### src/hw/rtl/adfr_pkg.sv
// ----------------------------------------------------------------------------
// adfr_pkg
// Shared constants, the command record and the header byte lookup for the
// ArtDmx packet framer.
// ----------------------------------------------------------------------------
package adfr_pkg;

    localparam int unsigned HDR_LEN    = 18;
    localparam int unsigned RESULT_CAP = 20;
    localparam int unsigned CMD_DEPTH  = 8;

    localparam logic [15:0] OP_DMX    = 16'h5000;
    localparam logic [7:0]  PROT_VER  = 8'd14;
    localparam logic [7:0]  NET_MASK  = 8'h7F;
    localparam logic [9:0]  MIN_LEN   = 10'd2;
    localparam logic [9:0]  MAX_SLOTS = 10'd512;

    // Header byte offsets
    localparam logic [4:0] HDR_OP_LO    = 5'd8;
    localparam logic [4:0] HDR_OP_HI    = 5'd9;
    localparam logic [4:0] HDR_VER_HI   = 5'd10;
    localparam logic [4:0] HDR_VER_LO   = 5'd11;
    localparam logic [4:0] HDR_SEQ      = 5'd12;
    localparam logic [4:0] HDR_PHYS     = 5'd13;
    localparam logic [4:0] HDR_SUBUNI   = 5'd14;
    localparam logic [4:0] HDR_NET      = 5'd15;
    localparam logic [4:0] HDR_LEN_HI   = 5'd16;
    localparam logic [4:0] HDR_LEN_LO   = 5'd17;

    // One step of work handed from the front to the back
    typedef struct packed {
        logic       hdr;
        logic [7:0] seq;
        logic [7:0] subuni;
        logic [6:0] net;
        logic [9:0] len;
        logic       has_slot;
        logic [7:0] slot;
        logic [4:0] pad_cnt;
        logic       ends;
    } cmd_t;

    function automatic logic [7:0] id_byte(input logic [2:0] idx);
        logic [7:0] b;
        unique case (idx)
            3'd0:    b = 8'h41;
            3'd1:    b = 8'h72;
            3'd2:    b = 8'h74;
            3'd3:    b = 8'h2D;
            3'd4:    b = 8'h4E;
            3'd5:    b = 8'h65;
            3'd6:    b = 8'h74;
            default: b = 8'h00;
        endcase
        return b;
    endfunction

    function automatic logic [7:0] hdr_byte(input logic [4:0] idx, input cmd_t c);
        logic [7:0] b;
        unique case (idx)
            HDR_OP_LO:  b = OP_DMX[7:0];
            HDR_OP_HI:  b = OP_DMX[15:8];
            HDR_VER_HI: b = 8'h00;
            HDR_VER_LO: b = PROT_VER;
            HDR_SEQ:    b = c.seq;
            HDR_PHYS:   b = 8'h00;
            HDR_SUBUNI: b = c.subuni;
            HDR_NET:    b = {1'b0, c.net};
            HDR_LEN_HI: b = {6'd0, c.len[9:8]};
            HDR_LEN_LO: b = c.len[7:0];
            default:    b = (idx < HDR_OP_LO) ? id_byte(idx[2:0]) : 8'h00;
        endcase
        return b;
    endfunction

endpackage

### src/hw/rtl/adfr_cmd_fifo.sv
// ----------------------------------------------------------------------------
// adfr_cmd_fifo
// Short command queue between the front and the back of the framer.
// ----------------------------------------------------------------------------
module adfr_cmd_fifo #(
    parameter int unsigned DEPTH = adfr_pkg::CMD_DEPTH
) (
    input  logic          clk,
    input  logic          rst_n,
    input  logic          wr_en,
    input  adfr_pkg::cmd_t wr_data,
    output logic          full,
    input  logic          rd_en,
    output adfr_pkg::cmd_t rd_data,
    output logic          empty
);

    localparam int unsigned PW = (DEPTH > 1) ? $clog2(DEPTH) : 1;
    localparam int unsigned CW = $clog2(DEPTH + 1);

    adfr_pkg::cmd_t mem_reg [DEPTH];
    logic [PW-1:0]  wr_ptr_reg, wr_ptr_next;
    logic [PW-1:0]  rd_ptr_reg, rd_ptr_next;
    logic [CW-1:0]  count_reg, count_next;
    logic           do_wr, do_rd;

    assign full    = (count_reg == CW'(DEPTH));
    assign empty   = (count_reg == '0);
    assign do_wr   = wr_en && !full;
    assign do_rd   = rd_en && !empty;
    assign rd_data = mem_reg[rd_ptr_reg];

    always_comb
    begin
        wr_ptr_next = wr_ptr_reg;
        rd_ptr_next = rd_ptr_reg;
        count_next  = count_reg;
        if (do_wr)
        begin
            wr_ptr_next = (wr_ptr_reg == PW'(DEPTH - 1)) ? '0 : wr_ptr_reg + 1'b1;
        end
        if (do_rd)
        begin
            rd_ptr_next = (rd_ptr_reg == PW'(DEPTH - 1)) ? '0 : rd_ptr_reg + 1'b1;
        end
        if (do_wr && !do_rd)
        begin
            count_next = count_reg + 1'b1;
        end
        else if (do_rd && !do_wr)
        begin
            count_next = count_reg - 1'b1;
        end
    end

    always_ff @(posedge clk or negedge rst_n)
    begin
        if (!rst_n)
        begin
            wr_ptr_reg <= '0;
            rd_ptr_reg <= '0;
            count_reg  <= '0;
        end
        else
        begin
            wr_ptr_reg <= wr_ptr_next;
            rd_ptr_reg <= rd_ptr_next;
            count_reg  <= count_next;
        end
    end

    always_ff @(posedge clk)
    begin
        if (do_wr)
        begin
            mem_reg[wr_ptr_reg] <= wr_data;
        end
    end

`ifndef NO_ASSERTIONS
    a_count_bound: assert property (@(posedge clk) disable iff (!rst_n)
        count_reg <= CW'(DEPTH))
        else $error("command queue count out of range");
`endif

endmodule

### src/hw/rtl/adfr_front.sv
// ----------------------------------------------------------------------------
// adfr_front
// Accepts slot transactions, tracks frame state and turns each one into a
// command: header when a frame opens, slot byte and a number of zero pad bytes.
// ----------------------------------------------------------------------------
module adfr_front (
    input  logic           clk,
    input  logic           rst_n,
    input  logic           push,
    input  logic           full,
    input  logic [7:0]     slot_value,
    input  logic [15:0]    universe_id,
    input  logic [9:0]     slot_count,
    input  logic           last_slot,
    output logic           wr_en,
    output adfr_pkg::cmd_t wr_data
);

    logic       in_frame_reg, in_frame_next;
    logic       pad_reg, pad_next;
    logic [7:0] seq_reg, seq_next;
    logic [9:0] len_reg, len_next;
    logic [9:0] sent_reg, sent_next;

    logic       accept;
    logic       is_new;
    logic [9:0] clamp_len;
    logic [9:0] len_eff;
    logic [9:0] sent_b;
    logic [7:0] seq_inc;
    logic       slot_emit;
    logic       pad_req;
    logic       close;
    logic [4:0] k0;
    logic [4:0] budget;
    logic [9:0] sent1;
    logic [9:0] remain;
    logic [4:0] pad_n;
    logic [9:0] sent2;

    assign accept = push && !full;
    assign is_new = !in_frame_reg && !pad_reg;

    // Clamp to MIN_LEN..MAX_SLOTS, then round up to even
    always_comb
    begin
        clamp_len = slot_count;
        if (clamp_len > adfr_pkg::MAX_SLOTS)
        begin
            clamp_len = adfr_pkg::MAX_SLOTS;
        end
        if (clamp_len < adfr_pkg::MIN_LEN)
        begin
            clamp_len = adfr_pkg::MIN_LEN;
        end
        if (clamp_len[0])
        begin
            clamp_len = clamp_len + 10'd1;
        end
    end

    assign seq_inc = (seq_reg == 8'hFF) ? 8'd1 : seq_reg + 8'd1;

    always_comb
    begin
        len_eff   = is_new ? clamp_len : len_reg;
        sent_b    = is_new ? 10'd0 : sent_reg;
        slot_emit = !pad_reg && (is_new ? (slot_count != 10'd0) : (sent_reg < len_reg));
        pad_req   = pad_reg || last_slot || (is_new && slot_count == 10'd0);
        close     = pad_reg || last_slot;
        k0        = (is_new ? 5'(adfr_pkg::HDR_LEN) : 5'd0) + {4'd0, slot_emit};
        budget    = 5'(adfr_pkg::RESULT_CAP) - k0;
        sent1     = sent_b + {9'd0, slot_emit};
        remain    = len_eff - sent1;
        pad_n     = 5'd0;
        if (pad_req)
        begin
            pad_n = (remain > {5'd0, budget}) ? budget : remain[4:0];
        end
        sent2 = sent1 + {5'd0, pad_n};
    end

    always_comb
    begin
        in_frame_next = in_frame_reg;
        pad_next      = pad_reg;
        seq_next      = seq_reg;
        len_next      = len_reg;
        sent_next     = sent_reg;
        if (accept)
        begin
            sent_next = sent2;
            if (is_new)
            begin
                seq_next      = seq_inc;
                len_next      = clamp_len;
                in_frame_next = 1'b1;
            end
            if (close)
            begin
                if (sent2 >= len_eff)
                begin
                    in_frame_next = 1'b0;
                    pad_next      = 1'b0;
                end
                else
                begin
                    pad_next = 1'b1;
                end
            end
        end
    end

    always_ff @(posedge clk or negedge rst_n)
    begin
        if (!rst_n)
        begin
            in_frame_reg <= 1'b0;
            pad_reg      <= 1'b0;
            seq_reg      <= '0;
            len_reg      <= '0;
            sent_reg     <= '0;
        end
        else
        begin
            in_frame_reg <= in_frame_next;
            pad_reg      <= pad_next;
            seq_reg      <= seq_next;
            len_reg      <= len_next;
            sent_reg     <= sent_next;
        end
    end

    // Drop transactions that produce no bytes
    assign wr_en = accept && (is_new || slot_emit || pad_n != 5'd0);

    always_comb
    begin
        wr_data          = '0;
        wr_data.hdr      = is_new;
        wr_data.seq      = seq_inc;
        wr_data.subuni   = universe_id[7:0];
        wr_data.net      = universe_id[14:8] & adfr_pkg::NET_MASK[6:0];
        wr_data.len      = clamp_len;
        wr_data.has_slot = slot_emit;
        wr_data.slot     = slot_value;
        wr_data.pad_cnt  = pad_n;
        wr_data.ends     = (sent2 == len_eff) && (sent_b < len_eff);
    end

`ifndef NO_ASSERTIONS
    a_pad_in_frame: assert property (@(posedge clk) disable iff (!rst_n)
        pad_reg |-> in_frame_reg)
        else $error("padding outside a frame");

    a_sent_bound: assert property (@(posedge clk) disable iff (!rst_n)
        sent_reg <= len_reg)
        else $error("payload count past frame length");

    a_len_even: assert property (@(posedge clk) disable iff (!rst_n)
        in_frame_reg |-> (len_reg[0] == 1'b0 && len_reg >= adfr_pkg::MIN_LEN))
        else $error("frame length not even or too short");
`endif

endmodule

### src/hw/rtl/adfr_back.sv
// ----------------------------------------------------------------------------
// adfr_back
// Expands queued commands into packet bytes, one per cycle while the output
// register that the consumer drains is empty or being popped.
// ----------------------------------------------------------------------------
module adfr_back (
    input  logic           clk,
    input  logic           rst_n,
    input  adfr_pkg::cmd_t cmd,
    input  logic           cmd_empty,
    output logic           cmd_rd,
    output logic [7:0]     out_byte,
    output logic           last_byte,
    output logic           empty,
    input  logic           pop
);

    logic [4:0] pos_reg, pos_next;
    logic       out_valid_reg, out_valid_next;
    logic [7:0] byte_reg;
    logic       last_reg;

    logic       advance;
    logic [4:0] total;
    logic [4:0] rel;
    logic       at_end;
    logic [7:0] cur_byte;

    assign total   = (cmd.hdr ? 5'(adfr_pkg::HDR_LEN) : 5'd0)
                   + {4'd0, cmd.has_slot} + cmd.pad_cnt;
    assign rel     = pos_reg - (cmd.hdr ? 5'(adfr_pkg::HDR_LEN) : 5'd0);
    assign at_end  = (pos_reg == total - 5'd1);
    assign advance = !cmd_empty && (!out_valid_reg || pop);
    assign cmd_rd  = advance && at_end;

    always_comb
    begin
        if (cmd.hdr && pos_reg < 5'(adfr_pkg::HDR_LEN))
        begin
            cur_byte = adfr_pkg::hdr_byte(pos_reg, cmd);
        end
        else if (cmd.has_slot && rel == 5'd0)
        begin
            cur_byte = cmd.slot;
        end
        else
        begin
            cur_byte = 8'h00;
        end
    end

    always_comb
    begin
        pos_next       = pos_reg;
        out_valid_next = out_valid_reg;
        if (advance)
        begin
            pos_next       = at_end ? 5'd0 : pos_reg + 5'd1;
            out_valid_next = 1'b1;
        end
        else if (pop)
        begin
            out_valid_next = 1'b0;
        end
    end

    always_ff @(posedge clk or negedge rst_n)
    begin
        if (!rst_n)
        begin
            pos_reg       <= '0;
            out_valid_reg <= 1'b0;
        end
        else
        begin
            pos_reg       <= pos_next;
            out_valid_reg <= out_valid_next;
        end
    end

    always_ff @(posedge clk)
    begin
        if (advance)
        begin
            byte_reg <= cur_byte;
            last_reg <= cmd.ends && at_end;
        end
    end

    assign out_byte  = byte_reg;
    assign last_byte = last_reg;
    assign empty     = !out_valid_reg;

`ifndef NO_ASSERTIONS
    a_pos_in_cmd: assert property (@(posedge clk) disable iff (!rst_n)
        !cmd_empty |-> pos_reg < total)
        else $error("byte position past end of command");

    a_pos_idle: assert property (@(posedge clk) disable iff (!rst_n)
        cmd_empty |-> pos_reg == 5'd0)
        else $error("byte position held with no command");
`endif

endmodule

### src/hw/rtl/artdmx_packet_framer_top.sv
// ----------------------------------------------------------------------------
// artdmx_packet_framer_top
// ArtDmx packet framer: slot transactions in, packet bytes out in wire order.
//
//   channel  | handshake          | payload
//   ---------+--------------------+--------------------------------------------
//   input    | push / full        | slot_value, universe_id, slot_count,
//            |                    | last_slot
//   output   | pop / empty        | out_byte, last_byte
//
// One input transaction per cycle while the command queue has room; each
// becomes one queue entry (none if it yields no bytes).
// The back emits one byte per cycle while its output register is empty or
// popped, so a frame's first slot costs 18 header bytes plus its payload
// and pad bytes; the queue absorbs that burst. Reset clears frame state,
// sequence number, queue and output register. full rises only when the command
// queue is full; a held output byte stalls the back alone while pop is low.
// ----------------------------------------------------------------------------
module artdmx_packet_framer_top #(
    parameter int unsigned CMD_DEPTH = adfr_pkg::CMD_DEPTH
) (
    input  logic        clk,
    input  logic        rst_n,
    input  logic        push,
    output logic        full,
    input  logic [7:0]  slot_value,
    input  logic [15:0] universe_id,
    input  logic [9:0]  slot_count,
    input  logic        last_slot,
    output logic        empty,
    input  logic        pop,
    output logic [7:0]  out_byte,
    output logic        last_byte
);

    adfr_pkg::cmd_t wr_data;
    adfr_pkg::cmd_t rd_data;
    logic           wr_en;
    logic           rd_en;
    logic           cmd_empty;

    adfr_front u_front (
        .clk         (clk),
        .rst_n       (rst_n),
        .push        (push),
        .full        (full),
        .slot_value  (slot_value),
        .universe_id (universe_id),
        .slot_count  (slot_count),
        .last_slot   (last_slot),
        .wr_en       (wr_en),
        .wr_data     (wr_data)
    );

    adfr_cmd_fifo #(
        .DEPTH (CMD_DEPTH)
    ) u_cmd_fifo (
        .clk     (clk),
        .rst_n   (rst_n),
        .wr_en   (wr_en),
        .wr_data (wr_data),
        .full    (full),
        .rd_en   (rd_en),
        .rd_data (rd_data),
        .empty   (cmd_empty)
    );

    adfr_back u_back (
        .clk       (clk),
        .rst_n     (rst_n),
        .cmd       (rd_data),
        .cmd_empty (cmd_empty),
        .cmd_rd    (rd_en),
        .out_byte  (out_byte),
        .last_byte (last_byte),
        .empty     (empty),
        .pop       (pop)
    );

endmodule

### config.mk
export PLATFORM = sky130hd
export DESIGN_NAME = artdmx_packet_framer_top
export DESIGN_NICKNAME = d
export VERILOG_FILES = /design/src/hw/rtl/adfr_pkg.sv /design/src/hw/rtl/adfr_cmd_fifo.sv /design/src/hw/rtl/adfr_front.sv /design/src/hw/rtl/adfr_back.sv /design/src/hw/rtl/artdmx_packet_framer_top.sv
export SDC_FILE = /design/constraint.sdc
export NUM_CORES = 1
export LEC_CHECK = 0
export BUFFER_PORTS_ARGS = -buffer_cell sky130_fd_sc_hd__buf_2
export CAP_MARGIN = 20
export CORE_AREA = 5 5 170 213
export CTS_BUF_LIST = sky130_fd_sc_hd__clkbuf_16
export DETAILED_ROUTE_END_ITERATION = 10
export DIE_AREA = 0 0 175 218
export PLACE_DENSITY = 0.72
export SYNTH_ARGS = -nofsm -noshare
export SYNTH_HDL_FRONTEND = slang
export SYNTH_SLANG_ARGS = --single-unit
### constraint.sdc
create_clock -name clk -period 10.4 [get_ports clk]
set_input_delay 0.52 -clock clk [delete_from_list [all_inputs] [get_ports clk]]
set_output_delay 0.52 -clock clk [all_outputs]
set_load 0.005 [all_outputs]
== Word-level counts from Yosys, hierarchy flattened ==
Memories as Yosys holds them, arrays and structs flattened.
Index checks and enable logic that the tools add are counted.

* Add/sub/neg operators: 16
* Magnitude comparators: 8
* Equality and inequality tests: 22
* Muxes and demuxes: 29
* Reductions and logical operators: 39

{| class="wikitable"
|+ Operators with widths
! operator !! number
|-
| one-hot mux 8 bit (8 select lines) || 1
|-
| two-way mux 10 bit || 5
|-
| one-hot mux 7 bit (6 select lines) || 1
|-
| == test 5 x 4 -> 1 bit (second input constant) || 8
|-
| two-way mux 5 bit || 5
|-
| two-way mux 8 bit || 3
|-
| less-than comparator 10 bit || 2
|-
| == test 3 bit (second input constant) || 5
|-
| logical AND 1 bit || 15
|-
| adder 10 x 1 -> 10 bit || 1
|-
| adder 10 x 1 -> 10 bit (second input constant) || 1
|-
| adder 10 x 5 -> 10 bit || 1
|-
| adder 5 x 1 -> 5 bit || 2
|-
| == test 10 bit || 1
|-
| == test 5 bit (second input constant) || 2
|-
| greater-or-equal comparator 10 bit || 1
|-
| greater-than comparator 10 bit (second input constant) || 1
|-
| greater-than comparator 10 x 5 -> 1 bit || 1
|-
| logical NOT 10 bit || 1
|-
| less-than comparator 10 x 2 -> 1 bit (second input constant) || 1
|-
| nonzero test 10 bit || 1
|-
| subtractor 10 bit || 1
|-
| two-way mux 1 bit || 9
|-
| adder 8 x 1 -> 8 bit (second input constant) || 1
|-
| 28 further kinds || 44
|}

* Flip-flop bits (word level): 55
* Bits in writable memories: 392
* Output and inout bits: 11
* Logic and storage cells: 127
* Memories: 1

{| class="wikitable"
|+ Memories
! memory !! depth !! width !! read ports !! clocked after Yosys merged registers in !! write ports !! RTL line !! text
|-
| u_cmd_fifo.mem_reg || 8 || 49 || 1 || 0 || 1 || adfr_cmd_fifo.sv:21 || <nowiki>adfr_pkg::cmd_t mem_reg [DEPTH];</nowiki>
|}

== Logic depth before layout (Yosys ltp) ==
Gate-level depths: netlist of the first run.

* Depth after elaboration: 19
* Mapped depth: 41
* Gate-level depth less buffers: 41

== Hierarchy ==
Synthesis of the first run repeated with hierarchy kept, for this count alone.

* Cells, all modules: 1,268
* Area, all modules: 21,131.5 µm²

{| class="wikitable"
|+ Modules (own cells, without submodules)
! module !! times used !! cells an instance !! area each (µm²) !! seq. area each (µm²)
|-
| adfr_cmd_fifo || 1 || 634 || 15,777.6 || 12,021.5
|-
| adfr_front || 1 || 477 || 3,797.4 || 750.7
|-
| adfr_back || 1 || 157 || 1,556.5 || 420.4
|}

== Least setup slack after synthesis of the first run ==
Ideal clock, no wire load.

* Path type: input to register
* Start: input slot_count[1]
* End: memory u_cmd_fifo.mem_reg[0][0] (netlist name), data pin
* Library setup time: 0.357 ns
* Arrival time: 7.454 ns
* Required time: 10.043 ns
* Slack: 2.589 ns
* Cell stages on the path: 33
* Buffers on the path: 0
* Path through: nor4_1 nand2_1 or2_2 nor2_1 o22ai_1 ha_1 ha_1 xnor2_1 inv_1 ha_1 nor2b_1 o21a_1 nor2_1 xnor2_1 ha_1 nor3_1 a41oi_1 o22ai_1 nand4_1 nor2_2 mux2i_1 nor2b_1 ha_1 a21o_1 a21oi_1 o21bai_1 a21oi_1 nor3b_1 xor2_1 ha_1 and4_1 nand4_1 a2111oi_0

{| class="wikitable"
|+ RTL lines
! item !! RTL line !! text
|-
| start: declaration || artdmx_packet_framer_top.sv:28 || <nowiki>input logic [9:0] slot_count,</nowiki>
|-
| end: declaration || adfr_cmd_fifo.sv:21 ||
|}

==> results of run 1 <==
cells in the mapped netlist (3+ instances only):
cell,n
and4_1,3
o31a_1,3
xor2_1,19
o31ai_1,4
buf_2,17
a2111oi_0,3
xnor2_1,30
ha_1,72
fa_1,4
and4b_1,3
nand4_1,10
nand2_1,77
nor2_1,44
buf_1,4
o22ai_1,15
nor3_1,18
buf_4,3
o221ai_1,3
o21bai_1,3
o21a_1,10
dfrtp_1,46
and3_1,6
a21o_1,14
nand3_1,16
o21ai_0,37
mux2i_1,47
nor2b_1,10
edfxtp_1,393
mux4_2,96
nor2_2,3
a31oi_1,4
mux2_2,12
clkbuf_1,20
nor3b_1,3
a21oi_1,38
inv_1,58
nor4_1,10
and2_1,10
nand2b_1,7
o211ai_1,3
metal layers:
metal | share of wire [%] | wire length, um
met2 | 52 | 21000
met5 | 0 | 0
met4 | 2.9 | 1160
met3 | 4.3 | 1720
met1 | 40 | 16200
cells by family after synthesis:
family | Yosys count | synth area share (%)
adders and majority gates | 76 | 4.98
muxes | 157 | 14.2
DFF | 439 | 65.8
AOI/OAI and AO/OA | 149 | 4.80
xor gates and xnor gates | 50 | 2.26
buffers and inverters | 103 | 2.17
and+or+nand+nor | 231 | 5.80
area by class of cell:
class / count / area [sq um] / share of cell area (%)
well taps: 429 / 537 / 2.47
clock buffers: 43 / 1080 / 4.94
clock inverters: 32 / 280 / 1.29
multi-input cells: 663 / 6320 / 29.0
flip-flops and latches: 439 / 13000 / 59.5
repair buffers: 67 / 383 / 1.76
inverters: 58 / 218 / 1.00
per-stage QoR:
step | setup slack [ps] | instances | cell area [sq um] | hold slack (ps) | util [%]
after floorplan | 2590 | 1205 | 19700 | 224 | -
after global placement | 2120 | 1655 | 20400 | 487 | 59.9
after detailed placement | 2020 | 1656 | 20400 | 481 | 60.0
after CTS | 2380 | 1731 | 21800 | 101 | 64.0
after global routing | 1600 | 1731 | 21800 | 138 | 64.0
final | 2390 | 1731 | 21800 | 82.2 | 64.0
power groups by stage:
| stage | clock (mW) | combinational [mW] | sequential (mW) |
|---|---|---|---|
| finish | 1.50 | 2.60 | 2.55 |
| floorplan | 0 | 2.03 | 2.48 |
| CTS | 1.53 | 2.62 | 2.56 |
| global placement | 0 | 2.53 | 2.57 |
| global route | 1.62 | 2.89 | 2.59 |
| detailed placement | 0 | 2.59 | 2.59 |
worst max path at each step:
stage                              startpoint                  endpoint  slack [ps]
final                     u_front.sent_reg[1]  u_cmd_fifo.mem_reg[2][0]        2390
after global routing      u_front.sent_reg[1]  u_cmd_fifo.mem_reg[5][0]        1600
after CTS                 u_front.sent_reg[1]  u_cmd_fifo.mem_reg[2][0]        2380
after detailed placement        slot_count[1]  u_cmd_fifo.mem_reg[0][0]        2020
after global placement          slot_count[1]  u_cmd_fifo.mem_reg[0][0]        2120
after floorplan                 slot_count[1]  u_cmd_fifo.mem_reg[0][0]        2590
==> impl_metrics.tcl, run 1 <==
set metrics [dict create \
    drt_iter0_drc 739 \
    core_area_sq_um 34000 \
    synth_top_area_share_pct 59.9 \
    synth_enable_flop_cells 393 \
    area_growth_syn_to_layout_pct 10.6 \
    worstPathMaxFanout 12 \
    fillCellCount 2377 \
    clockBufferDepth 3 \
    ys_seq_elements 439 \
    cp_common_cell "ha_1" \
    clock_latency_ps 550 \
    cts_tree "yes" \
    dr.pass1.iters 4 \
    cp-end-kind "flop" \
    die_area_sq_um 38200 \
    rows 76 \
    ys_warn_count 0 \
    cts_max_level 2 \
    slew_violations 0 \
    ys_types 62 \
    slew_headroom_pct 27.9 \
    cts_setup_buffers 0 \
    fin_crit_ps 8010 \
    grt_max_degree 69 \
    grt_util_met2_pct 37.6 \
    intPower_mw 4.37 \
    worst_pin_slew_ps 1070 \
    initial_core_util_pct 57.8 \
    reg2reg_depth 37 \
    synth_area_sq_um 19700 \
    clock.fmax_mhz 125 \
    grtUsageMet1_pct 28.6 \
    finalWirelength_um 40100 \
    yosys-top-cells-area "edfxtp_1 60%, mux4_2 11%, dfrtp_1 5.8%" \
    leakage_nw 7.67 \
    layout_commonest_cell "edfxtp_1" \
    fin_tns_setup_ps 0 \
    status "finished clean" \
    overflow 0 \
    antenna_cells 0 \
    r2r_end "u_cmd_fifo.mem_reg[2][0]" \
    hold_buffers 0 \
    drive_gt1_share_pct 19.6 \
    total_power_mw 6.65 \
    hold_class "input pin to asynchronous set/reset pin" \
    layout_common_cells "393 x edfxtp_1, 96 x mux4_2, 77 x nand2_1" \
    routed-via-count 10600 \
    synthArstFlopShare_pct 10.5 \
    hold_viol 0 \
    finalNetCount 1386 \
    synth_fp_nets 1320 \
    fin_crit_sh_pct 77.1 \
    crit_slowest_cell "nor2b_1" \
    swShare_pct 34.2 \
    drv_cap 0 \
    io_pins 50 \
    via_per_inst 6.14 \
    synth.avg_cell_area_sq_um 16.3 \
    skew_ps 25.5 \
    cp_num_buf_inv 3 \
    netSwitchingPower_mw 2.28 \
    grt.busiest_layer "met2" \
    rrSetupSlack_ps 2390 \
    drt-wirelength-per-cell_um 23.1 \
    postCtsResizedCells 0 \
    power_density_nw_per_um2 305 \
    clockPowerShare_pct 22.6 \
    numCtsBuffers 42 \
    ant_nets 0 \
    cts-root-buf "clkbuf_16" \
    cts.sinks 439 \
    combPwrFrac_pct 39.0 \
    p_seq_share_pct 38.4 \
    grt_pass1_vias 11000 \
    die_height_um 218 \
    rsz0062_at_grt "no" \
    timing.rr.start "u_front.sent_reg[1]" \
    crit_arrival_ps 8390 \
    crit_cells 37 \
    syn_inst 1205 \
    worst_setup_path_start_kind "flop" \
    peakVddDrop_mv 0.218 \
    grt_pass1_wl_um 62900 \
    synth_top_area_cell "edfxtp_1" \
    chipWidth_um 175 \
    setup_viol 0 \
    clk_pin_slew_worst_paths_ps 60 \
    drc 0 \
    critPathMaxStageDelay_ps 500 \
    cp_top_family "compound AO/OA/AOI/OAI gates" \
    crit_type "flop to flop" \
    antenna_found_initial 0 \
    crit_required_ps 10780 \
    dp_hpwl_um 23800 \
    place.gp.congestion 0.824 \
    portBuffers 48 \
    largest_reg_flops 384 \
    track_usage_pct 21.6 \
    yosysSeqAreaShare_pct 65.8 \
    grt.met3_usage_pct 2.84 \
    yosys_most_used_dff "edfxtp_1" \
]
Note: power is estimated with default switching activity, not from simulation.
==> run 2, diff against run 1 <==
Settings changed: ABC_AREA set to 1, CORE_AREA 5 5 170 213 to 5 5 174 218, DIE_AREA 0 0 175 218 to 0 0 179 223, PLACE_DENSITY 0.72 to 0.73.
Clock period 10.4 ns to 6.7 ns, I/O delays scaled along.
==> impl_metrics.tcl, run 2 <==
set metrics [dict create \
    cts_max_level 2 \
    overflow 0 \
    cp-end-kind "flop" \
    violations "setup timing" \
    rows 78 \
    crit_arrival_ps 7140 \
    synth.avg_cell_area_sq_um 11.3 \
    skew_ps 15.1 \
    finalNetCount 2022 \
    drive_gt1_share_pct 17.0 \
    clockBufferDepth 3 \
    crit_required_ps 7090 \
    timing.rr.start "u_front.len_reg[7]" \
    hold_end "u_cmd_fifo.mem_reg[1][31]" \
    numCtsBuffers 42 \
    cts_tree "yes" \
    drt_iter0_drc 1310 \
    crit_type "flop to flop" \
    crit_start "u_front.len_reg[7]" \
    fin_crit_sh_pct 101 \
    clk_pin_slew_worst_paths_ps 60 \
    synthMuxAreaShare_pct 0 \
    hold_class "input pin to flop" \
    portBuffers 48 \
    synth_fa_ha_area_share_pct 4.88 \
    rrSetupSlack_ps -40 \
    layout_common_cells "393 x edfxtp_1, 226 x o21ai_0, 225 x nor2_1" \
    yosys_most_used_dff "edfxtp_1" \
    dp_hpwl_um 28700 \
    clock.fmax_mhz 148 \
    synthXorXnorAreaFrac_pct 1.48 \
    chipWidth_um 179 \
    synth_top_area_share_pct 58.7 \
    crit_slowest_cell "or4_4" \
    grt_max_degree 85 \
    via_per_inst 5.91 \
    drc 0 \
    track_usage_pct 24.0 \
    synthArstFlopShare_pct 10.5 \
    synth_area_sq_um 20100 \
    synth_top_family_by_area "compound AO/OA/AOI/OAI gates" \
    synth_top_area_cell "edfxtp_1" \
    place.gp.congestion 0.906 \
    clock_latency_ps 550 \
    ys_types 47 \
    routed-via-count 14300 \
    ys_seq_elements 439 \
    place_area_sq_um 21600 \
    ys_warn_count 0 \
    worst_setup_path_start_kind "flop" \
    synth_fp_nets 1894 \
    layout_commonest_cell "edfxtp_1" \
    hold_path_depth 1 \
    drt-wirelength-per-cell_um 20.0 \
    status "finished, violations left" \
    area_growth_syn_to_layout_pct 16.1 \
    syn_inst 1779 \
    grt_pass1_vias 14000 \
    leakage_nw 8.76 \
    synth.most_common_cell "edfxtp_1" \
    initial_core_util_pct 56.1 \
    synth.top_cells.by_count "393 x edfxtp_1, 242 x nor2_1, 232 x o21ai_0, 211 x nand2_1, 129 x inv_1" \
    cts-root-buf "clkbuf_16" \
    fin_area_sq_um 23300 \
    setup_viol 8 \
    drv_cap 0 \
    grt_pass1_wl_um 74900 \
    yosys-top-cells-area "edfxtp_1 59%, o21ai_0 5.8%, dfrtp_1 5.7%" \
    yosysSeqAreaShare_pct 64.4 \
    die_area_sq_um 39900 \
    io_pins 50 \
    die_height_um 223 \
    largest_reg_flops 384 \
    antenna_cells 0 \
    peakVddDrop_mv 0.291 \
    r2r_end "u_cmd_fifo.mem_reg[3][0]" \
    dr.pass1.iters 5 \
    dp.cells 2323 \
    slew_violations 0 \
    reg2reg_depth 37 \
    synth_compound_area_share_pct 13.1 \
    antenna_found_initial 0 \
    fin_cells 2420 \
    critPathMaxStageDelay_ps 500 \
    synth_simple_gate_area_share_pct 11.8 \
    ant_nets 0 \
    hold_viol 0 \
    slew_headroom_pct 32.6 \
    min_from "universe_id[14]" \
    worst_pin_slew_ps 1010 \
    core_area_sq_um 35800 \
    synth_enable_flop_cells 393 \
    cts.sinks 439 \
    finalWirelength_um 48400 \
    worstPathMaxFanout 8 \
    rsz0062_at_grt "yes" \
    fillCellCount 2690 \
    setup_slack_ps -43.5 \
    power_density_nw_per_um2 533 \
    fin_crit_ps 6740 \
]
## run 2: changes by cell type after synthesis, moves of 25 or more
cell,before,now
mux4_2,96,0
clkbuf_1,20,74
nand2_1,77,211
nand3_1,16,58
inv_1,58,129
o21ai_0,37,232
o22ai_1,15,40
mux2i_1,47,0
nor2_1,44,242
o221ai_1,3,47
## run 2: metal layers
metal	track usage, %	vias up	routed length, um
li1	-	6675	-
met1	30.3	7003	18800
met2	41.8	520	24800
met3	3.22	116	2920
met4	9.54	0	1880
met5	0	-	0
## run 2: worst max path at each step
stage	end	slack (ps)	cells past startpoint
after floorplan	u_cmd_fifo.mem_reg[0][0]	50	25
after global placement	u_cmd_fifo.mem_reg[7][0]	-130	41
after detailed placement	u_cmd_fifo.mem_reg[6][0]	-340	41
after CTS	u_cmd_fifo.mem_reg[6][0]	1	37
after global routing	u_cmd_fifo.mem_reg[0][0]	-340	37
final	u_cmd_fifo.mem_reg[3][0]	-40	37
## run 2: per-stage QoR
stage	setup slack (ps)	hold slack (ps)	utilization, %	TNS [ps]	power (mW)
detailed placement	-342	487	60.2	-3240	9.67
finish	-43.5	51.5	65.2	-340	12.4
CTS	1.37	32.9	64.2	0	12.0
global placement	-132	469	60.2	-1130	9.46
global route	-338	43.6	65.2	-2990	13.3
floorplan	47.8	39.4	-	0	7.76
## run 2: critical path, delay by kind of cell, from the launching register on
kind	cells	cell delay (ps)
simple gates	14	2260
fa+ha+maj	8	2020
compound gates	8	1130
buf+inv	5	540
flops	1	330
xor+xnor	2	320
## run 2: cell families after synthesis
| group | count (synthesis) |
|---|---|
| AND/OR/NAND/NOR | 569 |
| AO/OA/AOI/OAI | 439 |
| flip-flops | 439 |
| buffers and inverters | 222 |
| adder cells (fa/ha/maj) | 76 |
| XOR/XNOR | 34 |
## run 2: final cells by class
cell class              instances  area [sq um]  share of cell area (%)
multi-input cells            1118          6750                    28.9
clock buffers                  43          1080                    4.61
inverters                     136           513                    2.20
well taps                     480           601                    2.57
flip-flops and latches        439         13000                    55.5
clock inverters                34           178                   0.761
repair buffers                170          1270                    5.44
## run 2: what timing repair did
action | CTS | global route
setup buffers | 8 | 10
setup endpoints to repair | 10 | 10
pin swaps | 15 | 46
hold buffers | 2 | 0
endpoints found under the hold margin | 47 | 0
resized for setup | 15 | 61
cloned | 0 | 0
## run 2: where the power goes
group / internal, mW / total [mW] / switching, mW
sequential: 3.71 / 3.98 / 0.268
combinational: 2.43 / 6.29 / 3.86
clock: 1.20 / 2.17 / 0.968
total: 7.34 / 12.4 / 5.10
==> run 3, diff against run 2 <==
Settings changed: CAP_MARGIN 20 to 10, SETUP_SLACK_MARGIN set to 0.5.
==> impl_metrics.tcl, run 3 (synthesis gave the netlist of run 2 again) <==
set metrics [dict create \
    clock.fmax_mhz 156 \
    numCtsBuffers 41 \
    power_density_nw_per_um2 538 \
    drc 0 \
    rsz0062_at_grt "yes" \
    fin_crit_sh_pct 95.5 \
    cts.sinks 439 \
    clockPowerShare_pct 18.1 \
    slew_headroom_pct 22.7 \
    status "finished clean" \
    netSwitchingPower_mw 5.12 \
    drt-wirelength-per-cell_um 20.1 \
    fin_cells 2395 \
    routed-via-count 14100 \
    crit_type "flop to flop" \
    die_height_um 223 \
    worst_setup_path_start_kind "flop" \
    worst_pin_slew_ps 1160 \
    finalNetCount 1998 \
    peakVddDrop_mv 0.404 \
    dr_wl_met3_um 2630 \
    ant_nets 0 \
    reg2reg_depth 34 \
    leakage_nw 8.69 \
    cts_max_level 2 \
    drive_gt1_share_pct 16.8 \
    die_area_sq_um 39900 \
    highest_layer "met5" \
    initial_core_util_pct 56.1 \
    swShare_pct 40.7 \
    r2r_end "u_cmd_fifo.mem_reg[5][0]" \
    dr.pass1.iters 6 \
    antenna_cells 0 \
    critPathMaxStageDelay_ps 560 \
    setup_viol 0 \
    slew_violations 0 \
    layout_commonest_cell "edfxtp_1" \
    hold-worst-slack_ps 56.7 \
    io_pins 50 \
    hold_viol 0 \
    finalWirelength_um 48100 \
    drv_cap 0 \
    place.gp.congestion 0.901 \
    area_growth_syn_to_layout_pct 16.3 \
    clock_latency_ps 540 \
    grt_pass1_vias 14000 \
    track_usage_pct 23.8 \
    fin_crit_ps 6400 \
    intPower_mw 7.46 \
    portBuffers 48 \
    chipWidth_um 179 \
    timing.rr.start "u_front.sent_reg[1]" \
    crit_start "u_front.sent_reg[1]" \
    largest_reg_flops 384 \
    antenna_found_initial 1 \
    cts_tree "yes" \
    dp.cells 2287 \
    combPwrFrac_pct 50.2 \
    route.met2.wl_um 25300 \
    drt_iter0_drc 1252 \
    clockBufferDepth 3 \
    core_area_sq_um 35800 \
    dp_hpwl_um 28500 \
    crit_slowest_cell "or4_4" \
    skew_ps 19.5 \
    overflow 0 \
    p_seq_share_pct 31.6 \
    worstPathMaxFanout 8 \
    via_per_inst 5.90 \
    cp-end-kind "flop" \
    grt_max_degree 83 \
    crit_required_ps 7090 \
    crit_arrival_ps 6790 \
    clk_pin_slew_worst_paths_ps 60 \
    hold_class "input pin to flop" \
    critPathCapture "u_cmd_fifo.mem_reg[5][0]" \
    total_power_mw 12.6 \
    grt_pass1_wl_um 74100 \
    drt-met1-wl_um 18900 \
    cts-root-buf "clkbuf_16" \
    rows 78 \
    post-route-util_pct 65.3 \
    fin_tns_setup_ps 0 \
    layout_common_cells "393 x edfxtp_1, 227 x nor2_1, 227 x o21ai_0" \
    rrSetupSlack_ps 300 \
]
==> run 3: changes by cell type in the layout (fill, tap and decap cells not counted), sizes merged <==
cell / previous run / this run
clkinv: 15 / 13
inv: 152 / 150
clkinvlp: 2 / 1
bufinv: 1 / 5
clkbuf: 43 / 42
buf: 168 / 145
==> run 3: worst max-delay path, delay by kind of cell (launching register included) <==
family | cells | cell delay (ps)
compound gates | 10 | 1660
simple gates | 10 | 1570
buf+inv | 4 | 340
fa+ha+maj | 7 | 1830
flops | 1 | 390
xor+xnor | 3 | 440
==> run 3: power by group through the flow <==
stage	Sequential, mW	Combinational, mW	Clock (mW)
2_1_floorplan	3.94	3.99	0
3_3_place_gp	4.00	5.47	0
3_5_place_dp	4.03	5.66	0
4_1_cts	3.97	6.01	2.30
5_1_grt	4.02	6.98	2.43
6_report	3.98	6.32	2.28
==> run 3: per-layer routing <==
layer  global-route usage (%)  vias up
met1                     29.9     6957
met2                     42.7      473
met3                     2.93       86
met4                     7.65        2
li1                         -     6617
met5                        0        -
==> run 3: metrics by stage <==
| step | cell area [sq um] | setup WS [ps] |
|---|---|---|
| after floorplan | 20300 | 193 |
| after global placement | 21500 | 75.1 |
| after detailed placement | 21500 | -54.9 |
| after CTS | 23100 | 343 |
| after global routing | 23400 | 32.6 |
| final | 23400 | 298 |
==> run 3: cell type report <==
cell class / instances / area, sq um
timing repair buffer: 147 / 1090
clock buffer: 42 / 1050
multi-input combinational: 1118 / 6890
clock inverter: 33 / 279
sequential: 439 / 13000
inverter: 136 / 518
tap: 480 / 601
fill: 2684 / 12400
==> run 3: what timing repair did <==
action                                  4_1_cts  5_1_grt
buffers inserted                             15       16
resized for setup                            32       29
endpoints found under the setup margin       10       87
endpoints found under the hold margin        47        0
pin swaps                                    24       21
hold buffers                                  2        0
==> run 3: how the worst min path moves through the flow <==
stage	startpoint	endpoint	slack, ps	cells past startpoint
6_report	universe_id[10]	u_cmd_fifo.mem_reg[0][27]	60	1
5_1_grt	universe_id[1]	u_cmd_fifo.mem_reg[7][33]	50	1
4_1_cts	universe_id[1]	u_cmd_fifo.mem_reg[7][33]	40	1
3_5_place_dp	u_front.len_reg[6]	u_front.len_reg[6]	480	2
3_3_place_gp	u_front.seq_reg[5]	u_front.seq_reg[5]	470	2
2_1_floorplan	rst_n	u_back.out_valid_reg	40	0
